--- config.mk ---
export PLATFORM = sky130hd
export DESIGN_NAME = logical_line_filter
export DESIGN_NICKNAME = d
export VERILOG_FILES = /design/src/rtl/llf_pkg.sv /design/src/rtl/llf_core.sv /design/src/rtl/llf_queue.sv /design/src/rtl/logical_line_filter.sv
export SDC_FILE = /design/constraint.sdc
export NUM_CORES = 1
export LEC_CHECK = 0
export BUFFER_PORTS_ARGS = -buffer_cell sky130_fd_sc_hd__buf_4
export CAP_MARGIN = 10
export CORE_MARGIN = 4
export CORE_UTILIZATION = 34
export CTS_CLUSTER_SIZE = 16
export DETAILED_ROUTE_END_ITERATION = 16
export PLACE_DENSITY = 0.53
export SLEW_MARGIN = 20
export SYNTH_ARGS = -nofsm -noshare
export SYNTH_HDL_FRONTEND = slang
export SYNTH_SLANG_ARGS = --single-unit
--- constraint.sdc ---
create_clock -name clk -period 23.9 [get_ports clk]
set_input_delay 3.585 -clock clk [delete_from_list [all_inputs] [get_ports clk]]
set_output_delay 3.585 -clock clk [all_outputs]
set_load 0.005 [all_outputs]
--- src/rtl/llf_pkg.sv ---
`timescale 1ns / 1ps
// ----------------------------------------------------------------------------
// llf_pkg: shared types and constants of the logical line filter
// Word layouts of both channels, configuration bundle and register map.
// ----------------------------------------------------------------------------
package llf_pkg;

    localparam int          QueueDepth     = 4;
    localparam int          AddrWidth      = 4;
    localparam logic [7:0]  TerminatorRst  = 8'd10;
    localparam logic [7:0]  QuoteRst       = 8'd92;
    localparam logic [7:0]  CommentRst     = 8'd35;

    typedef enum logic [1:0] {
        REG_TERMINATOR = 2'd0,
        REG_QUOTE      = 2'd1,
        REG_COMMENT    = 2'd2
    } reg_index_t;

    typedef struct packed {
        logic [7:0] in_byte;
        logic       end_of_input;
    } in_word_t;

    typedef struct packed {
        logic [7:0]  out_byte;
        logic        has_byte;
        logic        line_end;
        logic [31:0] first_line;
        logic [31:0] last_line;
    } out_word_t;

    typedef struct packed {
        logic [7:0] terminator_char;
        logic [7:0] quote_char;
        logic [7:0] comment_char;
    } cfg_t;

    // results produced by one input word, at most two
    typedef struct packed {
        logic [1:0] count;
        out_word_t  res0;
        out_word_t  res1;
    } step_t;

endpackage

--- src/rtl/llf_core.sv ---
`timescale 1ns / 1ps
// ----------------------------------------------------------------------------
// llf_core: per-word line state machine
// Holds line start, comment and held-quote flags and the line counters,
// and works out the zero, one or two results caused by each accepted word.
// ----------------------------------------------------------------------------
module llf_core
(
    input  logic              clk,
    input  logic              rst_n,
    input  logic              accept,
    input  llf_pkg::in_word_t item,
    input  llf_pkg::cfg_t     cfg,
    output llf_pkg::step_t    step
);

    logic        at_start_reg, at_start_next;
    logic        in_comment_reg, in_comment_next;
    logic        quote_held_reg, quote_held_next;
    logic [31:0] first_reg, first_next;
    logic [31:0] last_reg, last_next;

    logic              is_term;
    logic              is_quote;
    logic              is_comment;
    llf_pkg::out_word_t r0;
    llf_pkg::out_word_t r1;
    logic [1:0]        n;

    assign is_term    = (item.in_byte == cfg.terminator_char);
    assign is_quote   = (item.in_byte == cfg.quote_char);
    assign is_comment = (item.in_byte == cfg.comment_char);

    always_comb
    begin
        at_start_next   = at_start_reg;
        in_comment_next = in_comment_reg;
        quote_held_next = quote_held_reg;
        first_next      = first_reg;
        last_next       = last_reg;
        n               = 2'd0;
        r0.out_byte     = item.in_byte;
        r0.has_byte     = 1'b1;
        r0.line_end     = 1'b0;
        r1.out_byte     = item.in_byte;
        r1.has_byte     = 1'b1;
        r1.line_end     = 1'b0;

        if (item.end_of_input)
        begin
            if (!at_start_reg && !in_comment_reg)
            begin
                if (quote_held_reg)
                begin
                    r0.out_byte = cfg.quote_char;
                    r1.out_byte = 8'd0;
                    r1.has_byte = 1'b0;
                    r1.line_end = 1'b1;
                    n           = 2'd2;
                end
                else
                begin
                    r0.out_byte = 8'd0;
                    r0.has_byte = 1'b0;
                    r0.line_end = 1'b1;
                    n           = 2'd1;
                end
            end
            at_start_next   = 1'b1;
            in_comment_next = 1'b0;
            quote_held_next = 1'b0;
        end
        else if (at_start_reg)
        begin
            last_next  = last_reg + 32'd1;
            first_next = last_reg + 32'd1;
            if (!is_term)
            begin
                at_start_next = 1'b0;
                if (is_comment)
                    in_comment_next = 1'b1;
                else
                    n = 2'd1;
            end
        end
        else if (in_comment_reg)
        begin
            if (is_term)
            begin
                at_start_next   = 1'b1;
                in_comment_next = 1'b0;
                quote_held_next = 1'b0;
            end
        end
        else if (is_term)
        begin
            if (quote_held_reg)
            begin
                // quoted terminator joins the next physical line
                quote_held_next = 1'b0;
                last_next       = last_reg + 32'd1;
            end
            else
            begin
                r0.line_end     = 1'b1;
                n               = 2'd1;
                at_start_next   = 1'b1;
                quote_held_next = 1'b0;
            end
        end
        else
        begin
            quote_held_next = is_quote;
            if (quote_held_reg)
            begin
                r0.out_byte = cfg.quote_char;
                n           = is_quote ? 2'd1 : 2'd2;
            end
            else
            begin
                n = is_quote ? 2'd0 : 2'd1;
            end
        end

        // results always carry the counts as they stand after this word
        r0.first_line = first_next;
        r0.last_line  = last_next;
        r1.first_line = first_next;
        r1.last_line  = last_next;
    end

    assign step.count = accept ? n : 2'd0;
    assign step.res0  = r0;
    assign step.res1  = r1;

    always_ff @(posedge clk or negedge rst_n)
    begin
        if (!rst_n)
        begin
            at_start_reg   <= 1'b1;
            in_comment_reg <= 1'b0;
            quote_held_reg <= 1'b0;
            first_reg      <= 32'd0;
            last_reg       <= 32'd0;
        end
        else if (accept)
        begin
            at_start_reg   <= at_start_next;
            in_comment_reg <= in_comment_next;
            quote_held_reg <= quote_held_next;
            first_reg      <= first_next;
            last_reg       <= last_next;
        end
    end

endmodule

--- src/rtl/llf_queue.sv ---
`timescale 1ns / 1ps
// ----------------------------------------------------------------------------
// llf_queue: result queue
// Takes up to two result words a cycle and hands one a cycle to the output while it is ready.
// ----------------------------------------------------------------------------
module llf_queue
#(
    parameter int DEPTH = llf_pkg::QueueDepth
)
(
    input  logic               clk,
    input  logic               rst_n,
    input  llf_pkg::step_t     step,
    output logic               room,
    output logic               out_valid,
    input  logic               out_ready,
    output llf_pkg::out_word_t out_data
);

    localparam int PW = $clog2(DEPTH);
    localparam int CW = $clog2(DEPTH + 1);

    llf_pkg::out_word_t mem [DEPTH];

    logic [PW-1:0] wr_ptr_reg, wr_ptr_next;
    logic [PW-1:0] rd_ptr_reg, rd_ptr_next;
    logic [CW-1:0] count_reg, count_next;
    logic          pop;
    logic [PW-1:0] wr_ptr_plus1;

    assign pop          = out_valid && out_ready;
    assign wr_ptr_plus1 = wr_ptr_reg + PW'(1);
    assign wr_ptr_next  = wr_ptr_reg + PW'(step.count);
    assign rd_ptr_next  = rd_ptr_reg + PW'(pop);
    assign count_next   = count_reg + CW'(step.count) - CW'(pop);

    // room for a word's worst case of two results
    assign room      = (count_reg <= CW'(DEPTH - 2));
    assign out_valid = (count_reg != '0);
    assign out_data  = mem[rd_ptr_reg];

    always_ff @(posedge clk)
    begin
        if (step.count != 2'd0)
            mem[wr_ptr_reg] <= step.res0;
        if (step.count == 2'd2)
            mem[wr_ptr_plus1] <= step.res1;
    end

    always_ff @(posedge clk or negedge rst_n)
    begin
        if (!rst_n)
        begin
            wr_ptr_reg <= '0;
            rd_ptr_reg <= '0;
            count_reg  <= '0;
        end
        else
        begin
            wr_ptr_reg <= wr_ptr_next;
            rd_ptr_reg <= rd_ptr_next;
            count_reg  <= count_next;
        end
    end

endmodule

--- src/rtl/logical_line_filter.sv ---
`timescale 1ns / 1ps
// ----------------------------------------------------------------------------
// logical_line_filter: byte stream to logical lines
// Drops blank and comment lines, joins quoted line ends, tags line numbers.
//
//   port group   direction  handshake        payload
//   in_*         in         valid / ready    in_byte, end_of_input
//   out_*        out        valid / ready    out_byte, has_byte, line_end, lines
//   apb          in         psel / penable   terminator, quote, comment bytes
//
// One input word is taken per cycle while the result queue has room for two.
// A word's results are written at the edge that accepts it; the first can leave
// at the next edge.
// A word that yields two results hands them out one after the other; the queue depth
// (DEPTH, a power of two, at least 2) sets how much output stall is absorbed.
// Reset clears the line state, counters and queue and loads default bytes.
// ----------------------------------------------------------------------------
module logical_line_filter
#(
    parameter int DEPTH = llf_pkg::QueueDepth
)
(
    input  logic                              clk,
    input  logic                              rst_n,
    input  logic                              in_valid,
    output logic                              in_ready,
    input  llf_pkg::in_word_t                 in_data,
    output logic                              out_valid,
    input  logic                              out_ready,
    output llf_pkg::out_word_t                out_data,
    input  logic                              psel,
    input  logic                              penable,
    input  logic                              pwrite,
    input  logic [llf_pkg::AddrWidth-1:0]     paddr,
    input  logic [31:0]                       pwdata,
    output logic [31:0]                       prdata,
    output logic                              pready
);

    llf_pkg::cfg_t  cfg_reg;
    llf_pkg::step_t step;
    logic           room;
    logic           accept;
    logic           wr_en;
    logic [1:0]     reg_sel;

    assign pready  = 1'b1;
    assign wr_en   = psel && penable && pwrite;
    assign reg_sel = paddr[3:2];

    always_ff @(posedge clk or negedge rst_n)
    begin
        if (!rst_n)
        begin
            cfg_reg.terminator_char <= llf_pkg::TerminatorRst;
            cfg_reg.quote_char      <= llf_pkg::QuoteRst;
            cfg_reg.comment_char    <= llf_pkg::CommentRst;
        end
        else if (wr_en)
        begin
            case (reg_sel)
                llf_pkg::REG_TERMINATOR: cfg_reg.terminator_char <= pwdata[7:0];
                llf_pkg::REG_QUOTE:      cfg_reg.quote_char      <= pwdata[7:0];
                llf_pkg::REG_COMMENT:    cfg_reg.comment_char    <= pwdata[7:0];
                default: ;
            endcase
        end
    end

    always_comb
    begin
        case (reg_sel)
            llf_pkg::REG_TERMINATOR: prdata = {24'd0, cfg_reg.terminator_char};
            llf_pkg::REG_QUOTE:      prdata = {24'd0, cfg_reg.quote_char};
            llf_pkg::REG_COMMENT:    prdata = {24'd0, cfg_reg.comment_char};
            default:                 prdata = 32'd0;
        endcase
    end

    assign in_ready = room;
    assign accept   = in_valid && in_ready;

    llf_core u_core
    (
        .clk    (clk),
        .rst_n  (rst_n),
        .accept (accept),
        .item   (in_data),
        .cfg    (cfg_reg),
        .step   (step)
    );

    llf_queue #(.DEPTH(DEPTH)) u_queue
    (
        .clk       (clk),
        .rst_n     (rst_n),
        .step      (step),
        .room      (room),
        .out_valid (out_valid),
        .out_ready (out_ready),
        .out_data  (out_data)
    );

endmodule

==> results by group, run 1 <==
CTS
  • Post-CTS sizing: 0
  • CTS tree: done
  • Clock sink count: 394
  • Setup Fix Bufs, Post-CTS: 0
  • Post-CTS Hold Buffers: 0
  • H-tree levels: 2
  • Clock root buffer: clkbuf_16
  • Clock Tree Buf Depth: 3
  • Worst skew pair latency: 570 ps
  • CTS buffer count: 44
  • Clk slew on worst S/H paths: 60 ps

GRT
  • Initial antenna violation count: 0
  • Global-route wire length before repair: 59200 µm
  • Vias in the first global route: 9792
  • Total GRT Usage: 14.2%
  • Largest net degree at the start of global routing: 55
  • GRT Residual Overflow: 0

Synth
  • Post-synth EDFFs: 296
  • Sequential cell area fraction in the yosys report: 65.3%
  • Synth area leaders: edfxtp_1, dfrtp_1, mux4_2
  • Syn Inst Count: 1166
  • Ys async rst share: 24.9%
  • Top_reg_cell synth: edfxtp_1
  • Syn. warnings: 0
  • Netlist Area Pre-Place: 17400 µm²
  • Area leader, netlist: edfxtp_1
  • Mapped Avg Cell Area: 14.9 µm²
  • Register bit total from synthesis: 394
  • Yosys top cell area share: 51.1%
  • Yosys cell types: 53

STA
  • Setup TNS: 0 ps
  • RSZ-0062 raised after global routing: false
  • Final Setup Violations: 0
  • Period utilization: 35.0%
  • Final Hold Viols: 0
  • Fmax: 120 MHz
  • Slew Viols, Final: 0
  • Tightest Pin Transition: 1100 ps
  • Max-Slew Margin vs Limit: 26.4%
  • Final Skew: 18.4 ps
  • Tmin final: 8360 ps

Critical path
  • RR Endpoint: u_queue.mem[0][56]
  • CP startpoint kind: primary input
  • Most used cell, CP: buf_4
  • CP max stage delay: 600 ps
  • FF-to-FF setup slack: 19510 ps
  • Crit-path slowest cell: nor2b_1
  • Worst path cell trace: buf_4 -> nor2b_1 -> nand2_1 -> o21ai_0 -> buf_4
  • CP arrival: 4780 ps
  • Worst r2r path cells: 10
  • CP max FO: 12
  • CP endpoint kind: output port
  • Worst R2R Start: cfg_reg[12]
  • Kind of critical path: primary input to output port
  • WP data required: 20320 ps

Min path
  • Min-Delay Endpoint: u_core.first_reg[1]
  • Hold crit path type: flip-flop to flip-flop
  • Worst hold path startpoint: u_core.first_reg[1]
  • Worst hold path depth: 2

Floorplan
  • Site row count: 82
  • Initial Util: 34.5%
  • Die area: 54800 µm²
  • Top Ports: 161
  • CORE AREA: 50400 µm²
  • Die height: 234 µm
  • Die W: 234 µm

Finish
  • Final Net Count: 1317
  • Post-Layout Cell Count: 1964
  • Layout Area Growth over Synthesis: 16.3%
  • N_diodes: 0
  • Max FFs per register: 296
  • Share of cells above drive strength 1: 25.0%

Run status
  • Status: complete, no violations

Routing
  • WL final: 38200 µm
  • DRC viols: 0
  • Vias per cell: 4.80
  • Drt first pass iters: 6
  • First DRT Iteration DRCs: 533
  • Detail Route Antenna Nets: 0
  • DR vias: 9423
  • WL/cell: 19.5 µm

Place
  • Count of input and output buffers: 109
  • Dpl cells: 1883
  • Placed wire-length estimate: 23700 µm
  • GP Congestion: 0.792

Power
  • VDD IR max: 0.0497 mV
  • P per Cell Area: 104 nW/µm²
  • Leak: 0.00748 µW

Flow run
  • # Max-Cap Violations: 0
synthesized netlist by cell type, drive strengths merged (7+ instances only):
master  count
edfxtp    296
nand2     145
dfrtp      88
mux4       74
o21ai      68
xor2       67
buf        62
xnor2      54
nor2       51
clkbuf     43
mux2i      40
mux2       29
nand3      19
nor3       17
inv        11
dfstp      10
a21oi       9
and3        9
a22oi       8
nand4       8
nor4        8
ha          7
report_power, final:
| group | switching (µW) | internal (µW) |
|---|---|---|
| logic | 273 | 274 |
| clock network | 268 | 398 |
| registers | 56.5 | 841 |
| total | 598 | 1510 |
cell families after synthesis:
group / after synthesis / synth area share, %
DFF: 394 / 65.3
and+or+nand+nor: 283 / 7.69
muxes: 143 / 13.8
xor gates and xnor gates: 121 / 6.10
buffers and inverters: 116 / 3.27
AOI/OAI and AO/OA: 99 / 3.22
adders and majority gates: 8 / 0.619
other: 2 / 0.0432
worst max-delay path, delay by kind of cell:
family	cells	cell delay, ps
buf+inv	2	330
simple gates	2	700
compound gates	1	150
layout make-up:
class,count,area (µm²)
clock buffers,62,1250
clock inverters,19,184
fillers,4638,30200
inverters,11,41.3
multi-input cells,679,5580
flip-flops and latches,394,11400
well taps,672,841
repair buffers,127,953
per-layer routing:
metal,vias up,track usage (%),share of wire (%)
met2,160,23.6,50
met1,4764,19.0,44
met5,-,0,0
met4,0,4.51,2.3
li1,4433,-,-
met3,66,2.38,3.5
placed cells by master (no fill, tap or decap), types with 5 or more instances in the layout:
cell type and n:
or3_1 5, dfstp_2 10, ha_1 7, clkinv_1 6
inv_1 11, conb_1 25, nand4_1 6, buf_4 127
clkbuf_16 46, mux2i_1 40, and3_1 9, xnor2_1 54
mux4_2 74, nand3_1 19, nor2_1 49, edfxtp_1 296
a21oi_1 8, clkbuf_1 12, a22oi_1 8, nand2_1 144
clkinv_2 6, xor2_1 67, dfrtp_1 86, o21ai_1 7
mux2_2 29, nor3_1 15, o21ai_0 61, nor4_1 5
how the worst max path moves through the flow:
| stage | from | to | cells past startpoint |
|---|---|---|---|
| CTS | paddr[3] | prdata[2] | 5 |
| finish | paddr[3] | prdata[2] | 5 |
| floorplan | in_data[2] | u_queue.mem[0][0] | 9 |
| global placement | paddr[3] | prdata[2] | 5 |
| detailed placement | paddr[3] | prdata[2] | 5 |
| global route | paddr[3] | prdata[2] | 5 |
through the flow:
| stage | util (%) | setup slack, ps | area (µm²) | hold slack [ps] | total power, µW |
|---|---|---|---|---|---|
| floorplan | - | 10730 | 17500 | 440 | 1230 |
| global placement | 37.3 | 15520 | 18800 | 457 | 1470 |
| detailed placement | 37.3 | 15490 | 18800 | 457 | 1480 |
| CTS | 40.1 | 15490 | 20200 | 471 | 2160 |
| global route | 40.1 | 15440 | 20200 | 502 | 2230 |
| finish | 40.1 | 15540 | 20200 | 469 | 2110 |
(Power assumes the default switching activity.)
==> inputs of run 2 (changes only) <==
--- a/config.mk
+++ b/config.mk
@@ -11,7 +11,7 @@
 export CORE_UTILIZATION = 34
 export CTS_CLUSTER_SIZE = 16
 export DETAILED_ROUTE_END_ITERATION = 16
-export PLACE_DENSITY = 0.53
+export PLACE_DENSITY = 0.54
 export SLEW_MARGIN = 20
 export SYNTH_ARGS = -nofsm -noshare
 export SYNTH_HDL_FRONTEND = slang
==> constraint.sdc (replaced) <==
create_clock -name clk -period 7.11 [get_ports clk]
set_input_delay 1.0665 -clock clk [delete_from_list [all_inputs] [get_ports clk]]
set_output_delay 1.0665 -clock clk [all_outputs]
set_load 0.005 [all_outputs]
==> run 2 against run 1 <==
Effect of this change:
- utilization up 0.11 points
- global-route usage down 0.15 points
- routed wire length fell by 0.75%
- first-iteration DRC count grew 6.0%
- flip-flop and latch count stayed put
- via count rose by 0.53%
- non-clock buffer count is 2 lower
- cell area grew 0.27%
- worst hold slack gained 3.8 ps
- critical endpoint is now out_data[1]
- power grew to 3.4 times the previous value
- largest cell class unchanged
- count of clock-buffer cells in the layout shrank 9
==> results by group, run 2 (synthesis results as in run 1) <==
Floorplan
  • Die height: 234 µm
  • Die area: 54800 µm²
  • Top Ports: 161
  • Die W: 234 µm
  • Site row count: 82
  • CORE AREA: 50400 µm²
  • Initial Util: 34.5%

Place
  • Dpl cell area: 18800 µm²
  • Count of input and output buffers: 109
  • Placed wire-length estimate: 23400 µm
  • GP Congestion: 0.779

Min path
  • Min-Delay Endpoint: u_core.first_reg[4]
  • Worst hold path startpoint: u_core.first_reg[4]
  • Hold crit path type: flip-flop to flip-flop
  • Worst hold path depth: 2

Critical path
  • CP max FO: 46
  • Worst r2r path cells: 9
  • WP data required: 6040 ps
  • FF-to-FF setup slack: 3310 ps
  • Kind of critical path: flip-flop to output port
  • CP endpoint kind: output port
  • RR Endpoint: u_queue.mem[0][15]
  • Worst R2R Start: cfg_reg[12]
  • CP arrival: 3120 ps
  • CP startpoint kind: flip-flop

Finish
  • Commonest non-fill, non-tap cell in the layout: edfxtp_1
  • Layout Area Growth over Synthesis: 16.6%
  • Area of the multi-input gates: 5610 µm²
  • Fill cells: 4655
  • Most frequent cells in the layout: edfxtp_1, nand2_1, buf_4, dfrtp_1, mux4_2
  • N_diodes: 0
  • Max FFs per register: 296
  • Register area: 11400 µm²
  • Design area: 20300 µm²
  • Share of cells above drive strength 1: 25.0%
  • Final Net Count: 1314

Routing
  • WL/cell: 19.3 µm
  • WL final: 37900 µm
  • Vias per cell: 4.83
  • DR vias: 9473
  • DRC viols: 0
  • First DRT Iteration DRCs: 565
  • Detail Route Antenna Nets: 0
  • Drt first pass iters: 5

Run status
  • Status: complete, no violations

STA
  • Final Setup Violations: 0
  • Final Skew: 31.1 ps
  • Fmax: 239 MHz
  • Setup TNS: 0 ps
  • Period utilization: 58.8%
  • Final Hold Viols: 0
  • Tmin final: 4180 ps
  • Tightest Pin Transition: 1080 ps
  • Slew Viols, Final: 0
  • RSZ-0062 raised after global routing: false
  • Max-Slew Margin vs Limit: 27.7%

GRT
  • Largest net degree at the start of global routing: 75
  • Total GRT Usage: 14.0%
  • Vias in the first global route: 9815
  • Initial antenna violation count: 0
  • GRT Residual Overflow: 0
  • Global-route wire length before repair: 58900 µm

Power
  • Leak: 0.00750 µW
  • VDD IR max: 0.195 mV
  • P per Cell Area: 353 nW/µm²

CTS
  • Worst skew pair latency: 570 ps
  • Setup Fix Bufs, Post-CTS: 0
  • Post-CTS Hold Buffers: 0
  • Clock sink count: 394
  • H-tree levels: 2
  • Post-CTS sizing: 0
  • Clock root buffer: clkbuf_16
  • CTS tree: done
  • Clock Tree Buf Depth: 3
  • Clk slew on worst S/H paths: 60 ps
  • CTS buffer count: 43

Flow run
  • # Max-Cap Violations: 0
-- run 2: changes by cell type in the layout (fill, tap and decap cells not counted), moves of 2 or more --
cell       before  now
bufinv_16       3    6
clkbuf_1       12    6
buf_12          0    2
buf_4         127  123
clkbuf_16      46   43
clkinv_1        6    9
-- run 2: critical path, cell delays in order, from the launching register on --
cell and delay (ps):
dfrtp_4 830, buf_4 880, mux4_2 680, buf_4 170
-- run 2: area by class of cell --
class | instances | area share [%]
clock buffers | 53 | 5.69
clock inverters | 26 | 1.49
inverters | 11 | 0.204
multi-input cells | 679 | 27.7
flip-flops and latches | 394 | 56.1
well taps | 672 | 4.15
repair buffers | 125 | 4.75
-- run 2: per-stage QoR --
| stage | util (%) | instances | setup slack (ps) | total power (µW) | hold slack (ps) |
|---|---|---|---|---|---|
| after global routing | 40.2 | 1960 | 2610 | 7550 | 491 |
| after detailed placement | 37.3 | 1881 | 2500 | 4990 | 463 |
| final | 40.2 | 1960 | 2930 | 7150 | 473 |
| after CTS | 40.2 | 1960 | 2750 | 7300 | 478 |
| after global placement | 37.3 | 1881 | 2430 | 4970 | 455 |
| after floorplan | - | 1189 | 7.83 | 4120 | 440 |
-- run 2: power breakdown --
| part | internal, µW | switching [µW] |
|---|---|---|
| clock network | 1370 | 909 |
| registers | 2830 | 193 |
| logic | 926 | 922 |
-- run 2: worst max path at each step --
stage / startpoint / end / cells past startpoint
after CTS: u_queue.rd_ptr_reg[0] / out_data[32] / 3
final: u_queue.rd_ptr_reg[0] / out_data[1] / 3
after floorplan: in_data[2] / u_queue.mem[0][0] / 9
after global placement: in_data[6] / u_queue.mem[0][60] / 10
after detailed placement: in_data[6] / u_queue.mem[0][60] / 10
after global routing: u_queue.rd_ptr_reg[0] / out_data[65] / 3
-- run 2: routing by layer --
layer  up-vias  wire length, µm  global-route usage, %
met5         -                0                      0
met3        57             1820                   3.28
met2       189            18700                   23.1
met1      4814            16700                   18.9
met4         0              719                   3.58
li1       4413                -                      -
==> inputs of run 3 (changes only) <==
--- a/config.mk
+++ b/config.mk
@@ -5,13 +5,14 @@
 export SDC_FILE = /design/constraint.sdc
 export NUM_CORES = 1
 export LEC_CHECK = 0
+export ABC_AREA = 1
 export BUFFER_PORTS_ARGS = -buffer_cell sky130_fd_sc_hd__buf_4
 export CAP_MARGIN = 10
 export CORE_MARGIN = 4
 export CORE_UTILIZATION = 34
 export CTS_CLUSTER_SIZE = 16
 export DETAILED_ROUTE_END_ITERATION = 16
-export PLACE_DENSITY = 0.54
+export PLACE_DENSITY = 0.52
 export SLEW_MARGIN = 20
 export SYNTH_ARGS = -nofsm -noshare
 export SYNTH_HDL_FRONTEND = slang
==> constraint.sdc (replaced) <==
create_clock -name clk -period 4 [get_ports clk]
set_input_delay 0.6 -clock clk [delete_from_list [all_inputs] [get_ports clk]]
set_output_delay 0.6 -clock clk [all_outputs]
set_load 0.005 [all_outputs]
==> run 3 against run 2 <==
Effect of this change:
- combinational power increased to 2.9 times the previous value
- routed wire length rose by 32%
- count of clock-buffer cells in the layout grew 10
- critical path depth up 11
- flip-flop and latch count unchanged
- sequential share of layout area fell by 3.5 points
- first-iteration DRC count grew 36%
- critical endpoint is now u_queue.mem[0][37]
- non-clock buffer count up 31
- global-route usage is 2.8 points higher
- clock skew fell by 10 ps
- utilization shrank 0.17 points
==> results by group, run 3 <==
Run status
  • Status: complete, no violations

STA
  • Slew Viols, Final: 0
  • Hold WS: 123 ps
  • Tightest Pin Transition: 937 ps
  • Setup TNS: 0 ps
  • Max-Slew Margin vs Limit: 37.5%
  • Final Hold Viols: 0
  • Fmax: 309 MHz
  • Final Setup Violations: 0
  • Final Skew: 21.1 ps
  • Period utilization: 80.9%
  • Tmin final: 3240 ps
  • RSZ-0062 raised after global routing: false

Floorplan
  • Die area: 58400 µm²
  • CORE AREA: 53900 µm²
  • Initial Util: 34.4%
  • Top Ports: 161
  • Site row count: 85
  • Die height: 242 µm
  • Die W: 242 µm

CTS
  • Clock root buffer: clkbuf_16
  • CTS tree: done
  • Post-CTS Hold Buffers: 0
  • Clock sink count: 394
  • CTS buffer count: 45
  • H-tree levels: 2
  • Setup Fix Bufs, Post-CTS: 0
  • Clock Tree Buf Depth: 3
  • Worst skew pair latency: 580 ps
  • Clk slew on worst S/H paths: 60 ps
  • Post-CTS sizing: 0

Routing
  • Drt first pass iters: 5
  • First DRT Iteration DRCs: 769
  • Detail Route Antenna Nets: 0
  • Vias per cell: 4.95
  • DR vias: 13.6k
  • DRC viols: 0
  • WL/cell: 18.1 µm
  • WL final: 49900 µm

Synth
  • Netlist Area Pre-Place: 18600 µm²
  • Register bit total from synthesis: 394
  • Area leader, netlist: edfxtp_1
  • Yosys top cell area share: 47.9%
  • Syn Inst Count: 1920
  • Synth area leaders: edfxtp_1, dfrtp_1, nand2_1
  • Synth top cells by count: nand2_1, edfxtp_1, o21ai_0, nor2_1, inv_1
  • Ys async rst share: 24.9%
  • Sequential cell area fraction in the yosys report: 61.1%
  • Most numerous cell in the Yosys netlist: nand2_1
  • Mapped Avg Cell Area: 9.67 µm²
  • Post-synth EDFFs: 296
  • Syn. warnings: 0
  • Yosys cell types: 44
  • Top_reg_cell synth: edfxtp_1

Critical path
  • WP data required: 4280 ps
  • Worst R2R Start: cfg_reg[12]
  • CP max FO: 21
  • FF-to-FF setup slack: 760 ps
  • Kind of critical path: flip-flop to flip-flop
  • RR Endpoint: u_queue.mem[0][37]
  • Worst r2r path cells: 14
  • CP startpoint kind: flip-flop
  • CP arrival: 3520 ps
  • CP endpoint kind: flip-flop

GRT
  • Vias in the first global route: 13.4k
  • Largest net degree at the start of global routing: 83
  • Total GRT Usage: 16.8%
  • GRT Residual Overflow: 0
  • Global-route wire length before repair: 78100 µm
  • Initial antenna violation count: 0

Place
  • Count of input and output buffers: 109
  • Placed wire-length estimate: 32500 µm
  • Dpl cell area: 20200 µm²
  • GP Congestion: 0.878

Power
  • Sequential share of power: 38.0%
  • Logic pwr share: 36.1%
  • Switching pwr: 5550 µW
  • Sw frac: 36.9%
  • P per Cell Area: 697 nW/µm²
  • VDD IR max: 0.392 mV
  • Leak: 0.00866 µW
  • P_int: 9500 µW
  • Clock share of power: 25.8%

Flow run
  • # Max-Cap Violations: 0

Finish
  • Final Net Count: 2083
  • Most frequent cells in the layout: nand2_1, edfxtp_1, o21ai_0, nor2_1, inv_1
  • N_diodes: 0
  • Design area: 21600 µm²
  • Share of cells above drive strength 1: 14.2%
  • Max FFs per register: 296
  • Commonest non-fill, non-tap cell in the layout: nand2_1
  • Fill cells: 5221
  • Layout Area Growth over Synthesis: 16.3%

Min path
  • Hold crit path type: primary input to asynchronous set/reset pin
-- run 3: changes by cell type after synthesis, sizes merged, moves of 27 or more --
cell | before | now
xor2 | 67 | 21
o22ai | 0 | 82
o21ai | 68 | 276
mux2 | 29 | 0
nor2 | 51 | 206
xnor2 | 54 | 6
inv | 11 | 176
nand3 | 19 | 54
nand4 | 8 | 51
nand2 | 145 | 474
clkbuf | 43 | 70
mux4 | 74 | 0
mux2i | 40 | 0
-- run 3: metal layers --
layer	track usage [%]	vias to the layer above	part of all wire (%)
met4	5.62	0	2.9
li1	-	6669	-
met2	27.9	297	48
met1	22.7	6609	45
met5	0	-	0
met3	2.38	74	3.8
-- run 3: area by class of cell --
type | count | area, µm² | area share (%)
well taps | 696 | 871 | 4.03
inverters | 176 | 663 | 3.07
repair buffers | 156 | 1300 | 6.00
multi-input cells | 1250 | 6020 | 27.9
flip-flops and latches | 394 | 11400 | 52.6
clock buffers | 63 | 1240 | 5.76
clock inverters | 20 | 150 | 0.695
-- run 3: worst max path at each step --
stage / startpoint / end
finish: cfg_reg[12] / u_queue.mem[0][37]
global route: cfg_reg[12] / u_queue.mem[0][34]
CTS: cfg_reg[12] / u_queue.mem[0][37]
detailed placement: in_data[5] / u_queue.mem[0][44]
global placement: in_data[5] / u_queue.mem[0][35]
floorplan: in_data[4] / u_queue.mem[0][0]
-- run 3: worst max-delay path: stages, from the launching register on --
cell	delay, ps
dfstp_2	560
inv_1	70
nand2_1	60
nand4_1	110
nor4_1	450
inv_1	90
ha_1	300
inv_1	50
nand2_1	60
inv_1	70
nor2_2	60
nor2_8	320
nand3_4	120
nand2_4	380
buf_4	240
-- run 3: power groups by stage --
| stage | clock [µW] | combinational (µW) | sequential, µW |
|---|---|---|---|
| after floorplan | 0 | 3200 | 5690 |
| after global placement | 0 | 5490 | 5770 |
| after detailed placement | 0 | 5570 | 5800 |
| after CTS | 3990 | 5590 | 5720 |
| after global routing | 4170 | 6140 | 5790 |
| final | 3890 | 5440 | 5720 |
-- run 3: logic make-up (layout without fill, tap and decap cells) --
group,count (synthesis),in the layout,synth area share (%)
buffers and inverters,299,415,7.16
xor gates and xnor gates,27,27,1.27
adders and majority gates,8,8,0.580
other,2,25,0.0404
AOI/OAI and AO/OA,375,375,11.1
DFF,394,394,61.1
and+or+nand+nor,815,815,18.7
-- run 3: through the flow --
step	setup slack, ps	power [µW]	util (%)	cells
finish	763	15100	40.1	2755
global route	530	16100	40.1	2755
CTS	696	15300	40.1	2755
detailed placement	563	11400	37.5	2672
global placement	533	11300	37.5	2672
floorplan	572	8890	-	1943
